## src/hw/rtl/ttrc_pkg.sv

```systemverilog
package ttrc_pkg;

   typedef logic [7:0]  byte_type;
   typedef logic [15:0] term_type;

   localparam term_type TERM_MOD     = 16'hFFFF;
   localparam term_type TERM_ONE     = 16'd1;
   localparam byte_type FIRST_OFFSET = 8'd7;
   localparam byte_type ALPHA_MULT   = 8'd17;
   localparam byte_type BETA_MULT    = 8'd31;

   // multiple of the modulus above the largest negative difference
   localparam logic [25:0] MOD_BIAS = 26'(32'd65535 * 32'd257);

endpackage

```

## src/hw/rtl/three_term_recurrence_checksum_top.sv

```systemverilog
// Three-term recurrence checksum. Bytes of a message arrive one per item on the
// req_ channel, req_last_byte marking the final byte; the checksum of the whole
// message comes out as one rsp_ item after that final byte, and the block then
// starts over on the next message. Throughput is one byte per clock: the byte is
// captured in an input register and the next term is formed in the following
// cycle by two small multipliers and a mod-65535 fold, so a checksum is presented
// on rsp_ from an output register once its last byte leaves the input register.
// Non-final bytes produce no item. A final byte waits in the input register while
// an earlier checksum is still held under rsp_stall, and req_stall is high for
// those cycles, so the bytes behind it wait as well.
module three_term_recurrence_checksum_top (
   input  logic               clock,
   input  logic               reset,
   input  logic               req_valid,
   output logic               req_stall,
   input  ttrc_pkg::byte_type req_data_byte,
   input  logic               req_last_byte,
   output logic               rsp_valid,
   input  logic               rsp_stall,
   output ttrc_pkg::term_type rsp_checksum
);

   logic               in_valid_ff, in_valid_in;
   ttrc_pkg::byte_type in_data_ff, in_data_in;
   logic               in_last_ff, in_last_in;

   logic               first_ff, first_in;
   ttrc_pkg::byte_type idx_ff, idx_in;
   ttrc_pkg::term_type cur_ff, cur_in;
   ttrc_pkg::term_type prev_ff, prev_in;

   logic               out_valid_ff, out_valid_in;
   ttrc_pkg::term_type out_sum_ff, out_sum_in;

   logic               out_free;
   logic               advance;
   logic               accept;
   ttrc_pkg::term_type term;
   ttrc_pkg::term_type cur_next;
   ttrc_pkg::term_type prev_next;
   ttrc_pkg::byte_type idx_next;

   ttrc_term u_term (
      .data_i (in_data_ff),
      .idx_i  (idx_ff),
      .cur_i  (cur_ff),
      .prev_i (prev_ff),
      .term_o (term)
   );

   assign out_free  = !out_valid_ff || !rsp_stall;
   assign advance   = in_valid_ff && (!in_last_ff || out_free);
   assign req_stall = in_valid_ff && !advance;
   assign accept    = req_valid && !req_stall;

   assign rsp_valid    = out_valid_ff;
   assign rsp_checksum = out_sum_ff;

   always_comb begin
      if (first_ff) begin
         cur_next  = 16'(in_data_ff) + 16'(ttrc_pkg::FIRST_OFFSET);
         prev_next = ttrc_pkg::TERM_ONE;
         idx_next  = 8'd1;
      end else begin
         cur_next  = term;
         prev_next = cur_ff;
         idx_next  = idx_ff + 8'd1;
      end
   end

   always_comb begin
      in_valid_in = in_valid_ff;
      in_data_in  = in_data_ff;
      in_last_in  = in_last_ff;
      if (accept) begin
         in_valid_in = 1'b1;
         in_data_in  = req_data_byte;
         in_last_in  = req_last_byte;
      end else if (advance) begin
         in_valid_in = 1'b0;
      end

      first_in = first_ff;
      idx_in   = idx_ff;
      cur_in   = cur_ff;
      prev_in  = prev_ff;
      if (advance) begin
         if (in_last_ff) begin
            first_in = 1'b1;
            idx_in   = '0;
            cur_in   = ttrc_pkg::TERM_ONE;
            prev_in  = ttrc_pkg::TERM_ONE;
         end else begin
            first_in = 1'b0;
            idx_in   = idx_next;
            cur_in   = cur_next;
            prev_in  = prev_next;
         end
      end

      out_valid_in = out_valid_ff;
      out_sum_in   = out_sum_ff;
      if (advance && in_last_ff) begin
         out_valid_in = 1'b1;
         out_sum_in   = cur_next;
      end else if (!rsp_stall) begin
         out_valid_in = 1'b0;
      end
   end

   always_ff @(posedge clock) begin
      if (reset) begin
         in_valid_ff  <= 1'b0;
         first_ff     <= 1'b1;
         idx_ff       <= '0;
         cur_ff       <= ttrc_pkg::TERM_ONE;
         prev_ff      <= ttrc_pkg::TERM_ONE;
         out_valid_ff <= 1'b0;
      end else begin
         in_valid_ff  <= in_valid_in;
         first_ff     <= first_in;
         idx_ff       <= idx_in;
         cur_ff       <= cur_in;
         prev_ff      <= prev_in;
         out_valid_ff <= out_valid_in;
      end
   end

   always_ff @(posedge clock) begin
      in_data_ff <= in_data_in;
      in_last_ff <= in_last_in;
      out_sum_ff <= out_sum_in;
   end

   a_idle_index: assert property (@(posedge clock) disable iff (reset)
      first_ff |-> (idx_ff == '0 && cur_ff == ttrc_pkg::TERM_ONE))
      else $error("index or term not cleared while awaiting first item");

   a_term_range: assert property (@(posedge clock) disable iff (reset)
      cur_ff != ttrc_pkg::TERM_MOD)
      else $error("term out of residue range");

   a_stall_cause: assert property (@(posedge clock) disable iff (reset)
      req_stall |-> (in_valid_ff && in_last_ff && out_valid_ff && rsp_stall))
      else $error("stall without a blocked checksum");

   a_last_emits: assert property (@(posedge clock) disable iff (reset)
      (advance && in_last_ff) |=> (out_valid_ff && first_ff))
      else $error("last item did not produce checksum and re-arm");

endmodule

```

## src/hw/rtl/ttrc_term.sv

```systemverilog
module ttrc_term (
   input  ttrc_pkg::byte_type data_i,
   input  ttrc_pkg::byte_type idx_i,
   input  ttrc_pkg::term_type cur_i,
   input  ttrc_pkg::term_type prev_i,
   output ttrc_pkg::term_type term_o
);

   ttrc_pkg::byte_type alpha;
   ttrc_pkg::byte_type beta;
   logic [8:0]         sum;
   logic [24:0]        prod_a;
   logic [23:0]        prod_b;
   logic               neg;
   logic [25:0]        biased;
   logic [16:0]        fold1;
   ttrc_pkg::term_type fold2;

   assign alpha = 8'(idx_i * ttrc_pkg::ALPHA_MULT);
   assign beta  = 8'(idx_i * ttrc_pkg::BETA_MULT);
   assign sum   = {1'b0, data_i} + {1'b0, alpha};

   assign prod_a = 25'(sum) * 25'(cur_i);
   assign prod_b = 24'(beta) * 24'(prev_i);

   // adds one when the difference goes negative
   assign neg    = {1'b0, prod_b} > prod_a;
   assign biased = 26'(prod_a) + ttrc_pkg::MOD_BIAS + 26'(neg) - 26'(prod_b);

   // end-around folds, 2^16 is one mod 65535
   assign fold1 = 17'(biased[25:16]) + 17'(biased[15:0]);
   assign fold2 = fold1[15:0] + 16'(fold1[16]);

   assign term_o = (fold2 == ttrc_pkg::TERM_MOD) ? '0 : fold2;

endmodule
```

## config.mk

```make
export PLATFORM = sky130hd
export DESIGN_NAME = three_term_recurrence_checksum_top
export DESIGN_NICKNAME = d
export VERILOG_FILES = /design/src/hw/rtl/ttrc_pkg.sv /design/src/hw/rtl/three_term_recurrence_checksum_top.sv /design/src/hw/rtl/ttrc_term.sv
export SDC_FILE = /design/constraint.sdc
export NUM_CORES = 1
export LEC_CHECK = 0
export CAP_MARGIN = 20
export CORE_MARGIN = 2
export CORE_UTILIZATION = 50
export CTS_CLUSTER_SIZE = 28
export DETAILED_ROUTE_END_ITERATION = 16
export DONT_BUFFER_PORTS = 1
export PLACE_DENSITY = 0.64
export SYNTH_ARGS = -nofsm -noshare
export SYNTH_HDL_FRONTEND = slang
export SYNTH_HIERARCHICAL = 1
export SYNTH_SLANG_ARGS = --single-unit
```

## constraint.sdc

```tcl
create_clock -name clock -period 17.46 [get_ports clock]
set_input_delay 2.619 -clock clock [delete_from_list [all_inputs] [get_ports clock]]
set_output_delay 2.619 -clock clock [all_outputs]
set_load 0.02 [all_outputs]
```

# After elaboration in Yosys (flattened, before gate mapping)
# Cells that the tools add are included.
[totals]
register_bits = 68
out_inout_bits = 18
elab_cells = 48
[classes]
addsub = 8
multipliers = 4
order_cmp = 1
eq_ne = 2
mux = 12
reduce_logical = 12
[ops]
columns = ["op", "n"]
rows = [
  ["2-to-1 mux 16 bit", 5],
  ["adder 25 x 25 -> 26 bit, second input constant", 1],
  ["adder 26 x 1 -> 26 bit", 1],
  ["subtractor 26 x 24 -> 26 bit", 1],
  ["greater-than comparator 24 x 25 -> 1 bit", 1],
  ["multiplier 9 x 16 -> 25 bit", 1],
  ["multiplier 8 x 16 -> 24 bit", 1],
  ["adder 10 x 16 -> 17 bit", 1],
  ["adder 16 x 1 -> 16 bit", 1],
  ["equality test 16 bit, second input constant", 1],
  ["multiplier 8 x 5 -> 8 bit, second input constant", 2],
  ["2-to-1 mux 8 bit", 2],
  ["adder 8 x 3 -> 9 bit, second input constant", 1],
  ["adder 8 x 8 -> 9 bit", 1],
  ["adder 8 x 1 -> 8 bit, second input constant", 1],
  ["logical NOT 1 bit", 5],
  ["2-to-1 mux 1 bit", 5],
  ["logical AND 1 bit", 4],
  ["logical OR 1 bit", 2],
  ["inequality test 2 x 1 -> 1 bit, second input constant", 1],
  ["nonzero test 2 bit", 1],
]

# Logic depth before layout (Yosys ltp)
[logic_depth]
ltp_word = 12
mapped_depth = 75
mapped_depth_nobuf = 73

# Hierarchy
# Netlist, hierarchy kept.
[modules_own_cells]
columns = ["mod", "n_inst", "cells_each", "area_each_um2", "seq_area_each_um2"]
rows = [
  ["ttrc_term", 1, 1520, 12411.9, 0.0],
  ["three_term_recurrence_checksum_top", 1, 247, 2725.1, 1611.5],
]

# Worst setup path after synthesis
# OpenSTA, ideal clock, no wires.
[synth_path]
kind = "register to register"
startpoint = "reg idx_ff[0]"
endpoint = "reg out_sum_ff[3] (netlist: rsp_checksum[3]) (data pin)"
arrival_time_ns = 14.854
path_slack_ns = 2.346
stages_incl_launch_ff = 67
path_buffers = 2
period_less_slack_ns = 15.114
path_cell_list = "dfxtp_1 -> fa_1 -> inv_1 -> fa_1 -> inv_1 -> fa_1 -> ha_1 -> a21oi_1 -> o21bai_1 -> a21oi_1 -> xnor2_1 -> clkbuf_1 -> and2_1 -> fa_1 -> inv_1 -> fa_1 -> fa_1 -> fa_1 -> [31 not listed] -> o31a_1 -> a21oi_1 -> o21bai_1 -> nand4_1 -> nor3b_1 -> ha_1 -> ha_1 -> nand2_1 -> nor3_1 -> and3_1 -> nand3_1 -> xor2_1 -> nor4_1 -> o2111ai_1 -> nor4b_4 -> buf_6 -> nor2_1 -> mux2_2"
[synth_via]
elab_chain_cells = 11
word_cells_on_any_way = 14
classes_between = "add/sub (6); mul (4); order compare (1); eq/ne (1); mux (2)"
[synth_lines]
columns = ["element", "line", "source"]
rows = [
  ["start, declared", "three_term_recurrence_checksum_top.sv:28", "ttrc_pkg::byte_type idx_ff, idx_in;"],
  ["start signal, assigned", "three_term_recurrence_checksum_top.sv:122", "idx_ff <= idx_in;"],
  ["multiplier 8 x 5 -> 8 bit", "ttrc_term.sv:19", "assign alpha = 8'(idx_i * ttrc_pkg::ALPHA_MULT);"],
  ["adder 8 x 8 -> 9 bit", "ttrc_term.sv:21", "assign sum = {1'b0, data_i} + {1'b0, alpha};"],
  ["multiplier 9 x 16 -> 25 bit", "ttrc_term.sv:23", "assign prod_a = 25'(sum) * 25'(cur_i);"],
  ["adder 25 x 25 -> 26 bit / greater-than comparator 24 x 25 -> 1 bit (equally long branches)", "ttrc_term.sv:28, ttrc_term.sv:27", ""],
  ["adder 26 x 1 -> 26 bit", "ttrc_term.sv:28", "assign biased = 26'(prod_a) + ttrc_pkg::MOD_BIAS + 26'(neg) - 26'(prod_b);"],
  ["subtractor 26 x 24 -> 26 bit (*)", "ttrc_term.sv:28", ""],
  ["adder 10 x 16 -> 17 bit (*)", "ttrc_term.sv:31", "assign fold1 = 17'(biased[25:16]) + 17'(biased[15:0]);"],
  ["adder 16 x 1 -> 16 bit (*)", "ttrc_term.sv:32", "assign fold2 = fold1[15:0] + 16'(fold1[16]);"],
  ["equality test 16 bit", "ttrc_term.sv:34", "assign term_o = (fold2 == ttrc_pkg::TERM_MOD) ? '0 : fold2;"],
  ["2-to-1 mux 16 bit (*)", "ttrc_term.sv:34", ""],
  ["net term[3]", "three_term_recurrence_checksum_top.sv:38", "ttrc_pkg::term_type term;"],
  ["2-to-1 mux 16 bit (*)", "three_term_recurrence_checksum_top.sv:60", "if (first_ff) begin"],
  ["net cur_next[3]", "three_term_recurrence_checksum_top.sv:39", "ttrc_pkg::term_type cur_next;"],
  ["end signal, assigned", "three_term_recurrence_checksum_top.sv:132", "out_sum_ff <= out_sum_in;"],
  ["end, declared", "three_term_recurrence_checksum_top.sv:33", "ttrc_pkg::term_type out_sum_ff, out_sum_in;"],
]
# Mark *: on every way through the listed nets, which the timed path passes. The rest lies on a longest branch.
# A chain may end at the register's enable or synchronous reset.

# Final worst setup path
[layout_path]
startpoint = "reg idx_ff[1]"
endpoint = "reg cur_ff[4]"
[layout_via]
elab_chain_cells = 12
word_cells_on_any_way = 15
classes_between = "add/sub (6); mul (4); order compare (1); eq/ne (1); mux (3)"
[layout_lines]
columns = ["element", "line", "source"]
rows = [
  ["multiplier 8 x 5 -> 8 bit", "ttrc_term.sv:19", ""],
  ["adder 8 x 8 -> 9 bit", "ttrc_term.sv:21", ""],
  ["multiplier 9 x 16 -> 25 bit", "ttrc_term.sv:23", ""],
  ["adder 25 x 25 -> 26 bit / greater-than comparator 24 x 25 -> 1 bit (equally long branches)", "ttrc_term.sv:28, ttrc_term.sv:27", ""],
  ["adder 26 x 1 -> 26 bit", "ttrc_term.sv:28", ""],
  ["subtractor 26 x 24 -> 26 bit (*)", "ttrc_term.sv:28", ""],
  ["adder 10 x 16 -> 17 bit (*)", "ttrc_term.sv:31", ""],
  ["adder 16 x 1 -> 16 bit (*)", "ttrc_term.sv:32", ""],
  ["equality test 16 bit", "ttrc_term.sv:34", ""],
  ["2-to-1 mux 16 bit (*)", "ttrc_term.sv:34", ""],
  ["net term[4]", "three_term_recurrence_checksum_top.sv:38", ""],
  ["2-to-1 mux 16 bit (*)", "three_term_recurrence_checksum_top.sv:60", ""],
  ["2-to-1 mux 16 bit (*)", "three_term_recurrence_checksum_top.sv:88", "if (in_last_ff) begin"],
  ["end signal, assigned", "three_term_recurrence_checksum_top.sv:116", "cur_ff <= ttrc_pkg::TERM_ONE;"],
  ["end signal, assigned", "three_term_recurrence_checksum_top.sv:123", "cur_ff <= cur_in;"],
  ["end, declared", "three_term_recurrence_checksum_top.sv:29", "ttrc_pkg::term_type cur_ff, cur_in;"],
]
# Marks and branches as above.

==> flow_metrics.py <==
metrics = {
    "outcome": {
        "outcome": "finished, final reports clean",
    },
    "synthesis": {
        "synth-seq-area-share_pct": 10.6,
        "synthDistinctLibCells": 83,
        "synth_ff_type": "dfxtp_1",
        "synthArstFlopShare_pct": 0,
        "syn_area_mm2": 0.0151,
        "synthCells": 1767,
        "synth_top_family_by_area": "adder cells",
        "syn_nets": 2170,
        "ys_warn_count": 6,
        "synth_mux_area_share_pct": 0.149,
        "synth_compound_area_share_pct": 11.9,
        "synth_xor_area_share_pct": 6.19,
        "synthAdderAreaFrac_pct": 42.3,
        "ys_ff_latch": 68,
        "yosys.area_share.simple_pct": 19.7,
        "synth-edff-count": 25,
        "syn_area_per_cell_um2": 8.57,
    },
    "setup_path": {
        "cp.required_ns": 17.68,
        "crit_path_frequent_cell": "fa_1",
        "r2r_slack_ns": 1.16,
        "slowest_stage": "fa_1",
        "path_class": "reg -> reg",
        "worstPathArrival_ns": 16.52,
        "worstPathMaxFanout": 16,
        "worstSetupStartpointType": "flip-flop",
        "critPathCaptureType": "flip-flop",
        "critical_path_buf_inv_count": 7,
        "path_delay_family": "adder cells",
        "cpPeakStageDelay_ns": 0.55,
    },
    "sta": {
        "fin_crit_ns": 16.30,
        "maxSlewViolCount": 0,
        "setup_violations": 0,
        "worst_hold_slack_ns": 0.534,
        "fin_setup_tns_ns": 0,
        "slew_headroom_pct": 29.6,
        "finalCritPeriodShare_pct": 93.4,
        "max_slew.worst_pin.slew_ns": 1.05,
        "max_freq_ghz": 0.0613,
        "hold_viol": 0,
        "rsz0062_at_grt": "no",
        "skew_ns": 0.00492,
    },
    "clocking": {
        "clk_latency_ns": 0.33,
        "cts.clk_slew.worst_paths_ns": 0.06,
        "clock_path_buffers": 2,
        "cts.htree.levels": 3,
        "cts_tree": "built",
        "clock-sinks": 68,
        "cts_root_buffer": "clkbuf_16",
        "cts_made_buffers": 9,
    },
    "global_routing": {
        "grt_overflow": 0,
        "grt_max_degree": 42,
        "grt_pass1_wl_um": 64700,
        "grt_antenna_before_repair": 0,
        "track_usage_pct": 26.0,
        "grt_pass1_vias": 12182,
    },
    "floorplanning": {
        "rows": 63,
        "ios": 31,
        "start_util_pct": 50.9,
        "die_area_mm2": 0.0317,
        "die_w_um": 178,
        "coreArea_mm2": 0.0297,
        "fp.dieH_um": 178,
    },
    "placement": {
        "gp_congestion": 0.998,
        "port_buffers": 0,
        "hpwl_um": 32000,
    },
    "routing": {
        "dr_total_vias": 11970,
        "vias_per_cell": 5.61,
        "drt_wl_total_um": 39000,
        "drt_iter0_markers": 668,
        "drt-wirelength-per-cell_um": 18.3,
        "drc": 0,
        "drtPass1Iterations": 5,
        "antenna_left": 0,
    },
    "final_layout": {
        "layout.nets": 2139,
        "drive_gt1_share_pct": 4.42,
        "fillers": 2805,
        "syn_to_final_growth_pct": 4.55,
    },
    "pwr": {
        "seq_power_share_pct": 7.8,
        "power_density_mw_per_mm2": 172,
        "leakage_nw": 7.58,
        "comb_power_share_pct": 85.6,
        "p_int_mw": 1.17,
        "switchingPower_mw": 1.56,
        "power.share.clock_pct": 6.6,
        "swShare_pct": 57.1,
        "ir_drop_uv": 218,
    },
    "run": {
        "drv_cap": 0,
    },
    "min_path": {
        "min_path_type": "reg -> reg",
    },
}
## tightest hold or removal path, stage by stage (launching register included)
cell      delay [ns]
dfxtp_1         0.33
o21ai_0         0.10
a211oi_2        0.07
## state kept, by name, indices dropped and copies added, names as in the netlist
register      flops
prev_ff          16
in_valid_ff       1
cur_ff           16
idx_ff            8
in_last_ff        1
rsp_checksum     16
rsp_valid         1
first_ff          1
in_data_ff        8
## layer usage
metal  routed length (um)  global-route usage, %
met3                 1700                   1.79
met5                    0                      0
met1                17600                   36.2
met2                18500                   43.3
met4                 1190                   7.72
## layout make-up
type                    count  area (um^2)  share of cell area, %
multi-input cells        1346        12200                   77.1
flip-flops and latches     68         1620                   10.2
inverters                 294         1100                   6.97
well taps                 390          488                   3.08
clock buffers               9          225                   1.42
repair buffers             17          128                  0.806
clock inverters             7         66.3                  0.419
diodes                      1         2.50                 0.0158
## synth_stat cells, types with 4 or more instances
cell	instances	area share (%)
a211o_1	6	0.35
a211oi_1	8	0.40
a21o_1	19	0.94
a21oi_1	73	2.4
a22oi_1	27	1.3
a311oi_1	4	0.23
a31oi_1	10	0.41
and2_1	147	6.1
and3_1	8	0.33
buf_1	10	0.25
buf_2	7	0.23
clkbuf_1	33	0.82
dfxtp_1	43	5.7
edfxtp_1	25	5.0
fa_1	202	27
ha_1	188	16
inv_1	294	7.3
nand2_1	188	4.7
nand2b_1	9	0.37
nand3_1	27	0.89
nand4_1	13	0.54
nor2_1	96	2.4
nor2b_1	26	1.1
nor3_1	25	0.83
nor3b_1	4	0.20
nor4_1	5	0.21
o2111ai_1	4	0.23
o211ai_1	4	0.20
o21a_1	12	0.60
o21ai_0	34	1.1
o21ai_1	4	0.13
o21bai_1	13	0.64
o22ai_1	4	0.17
o31ai_1	5	0.25
or2_2	7	0.29
or3_1	12	0.50
xnor2_1	65	3.8
xor2_1	42	2.4
## per-stage QoR
stage	area, um^2	util [%]	power, mW	setup slack, ns	std cells
3_3_place_gp	15500	52.0	2.47	1.19	2111
3_5_place_dp	15500	52.0	2.47	0.787	2111
6_report	15800	53.3	2.73	1.16	2132
2_1_floorplan	15100	-	1.91	2.35	1767
4_1_cts	15700	53.0	2.66	0.702	2127
5_1_grt	15800	53.2	2.96	0.0363	2131
## power by group through the flow
stage          clock (mW)  combinational [mW]  sequential [mW]
6_report            0.180                2.33            0.212
5_1_grt             0.188                2.56            0.214
4_1_cts             0.181                2.27            0.212
3_5_place_dp            0                2.25            0.216
3_3_place_gp            0                2.25            0.216
2_1_floorplan           0                1.71            0.199
## cells in the final DEF (no fill, tap or decap), types with 9 or more instances in the layout
master,synthesis,final
inv_1,294,294
nand4_1,13,13
clkbuf_16,0,9
o21ai_0,34,34
and2_1,147,147
ha_1,188,188
xnor2_1,65,62
nand3_1,27,27
nand2b_1,9,9
o21bai_1,13,12
nor2b_1,26,25
buf_4,3,17
a31oi_1,10,10
o21a_1,12,12
a21o_1,19,19
fa_1,202,202
or3_1,12,12
dfxtp_1,43,40
a22oi_1,27,27
xor2_1,42,42
a21oi_1,73,73
nand2_1,188,188
nor3_1,25,25
nor2_1,96,96
edfxtp_1,25,25
## cell families after synthesis
family | count (synthesis)
xor+xnor | 107
compound gates | 262
simple gates | 585
fa+ha+maj | 390
flops | 68
buf+inv | 353
mux | 2
## worst paths after layout
check | to | startpoint | cells after the start
setup / recovery | cur_ff[4] | idx_ff[1] | 70
setup reg to reg | cur_ff[4] | idx_ff[1] | 70
hold reg to reg | idx_ff[7] | idx_ff[7] | 2
hold / removal | idx_ff[7] | idx_ff[7] | 2
## what timing repair did
action                                  CTS  global route
setup buffers                             0             4
endpoints found under the hold margin     0             0
endpoints found under the setup margin    0            32
hold buffers                              0             0
gates resized for setup                   0            12
(Power assumes the default switching activity.)
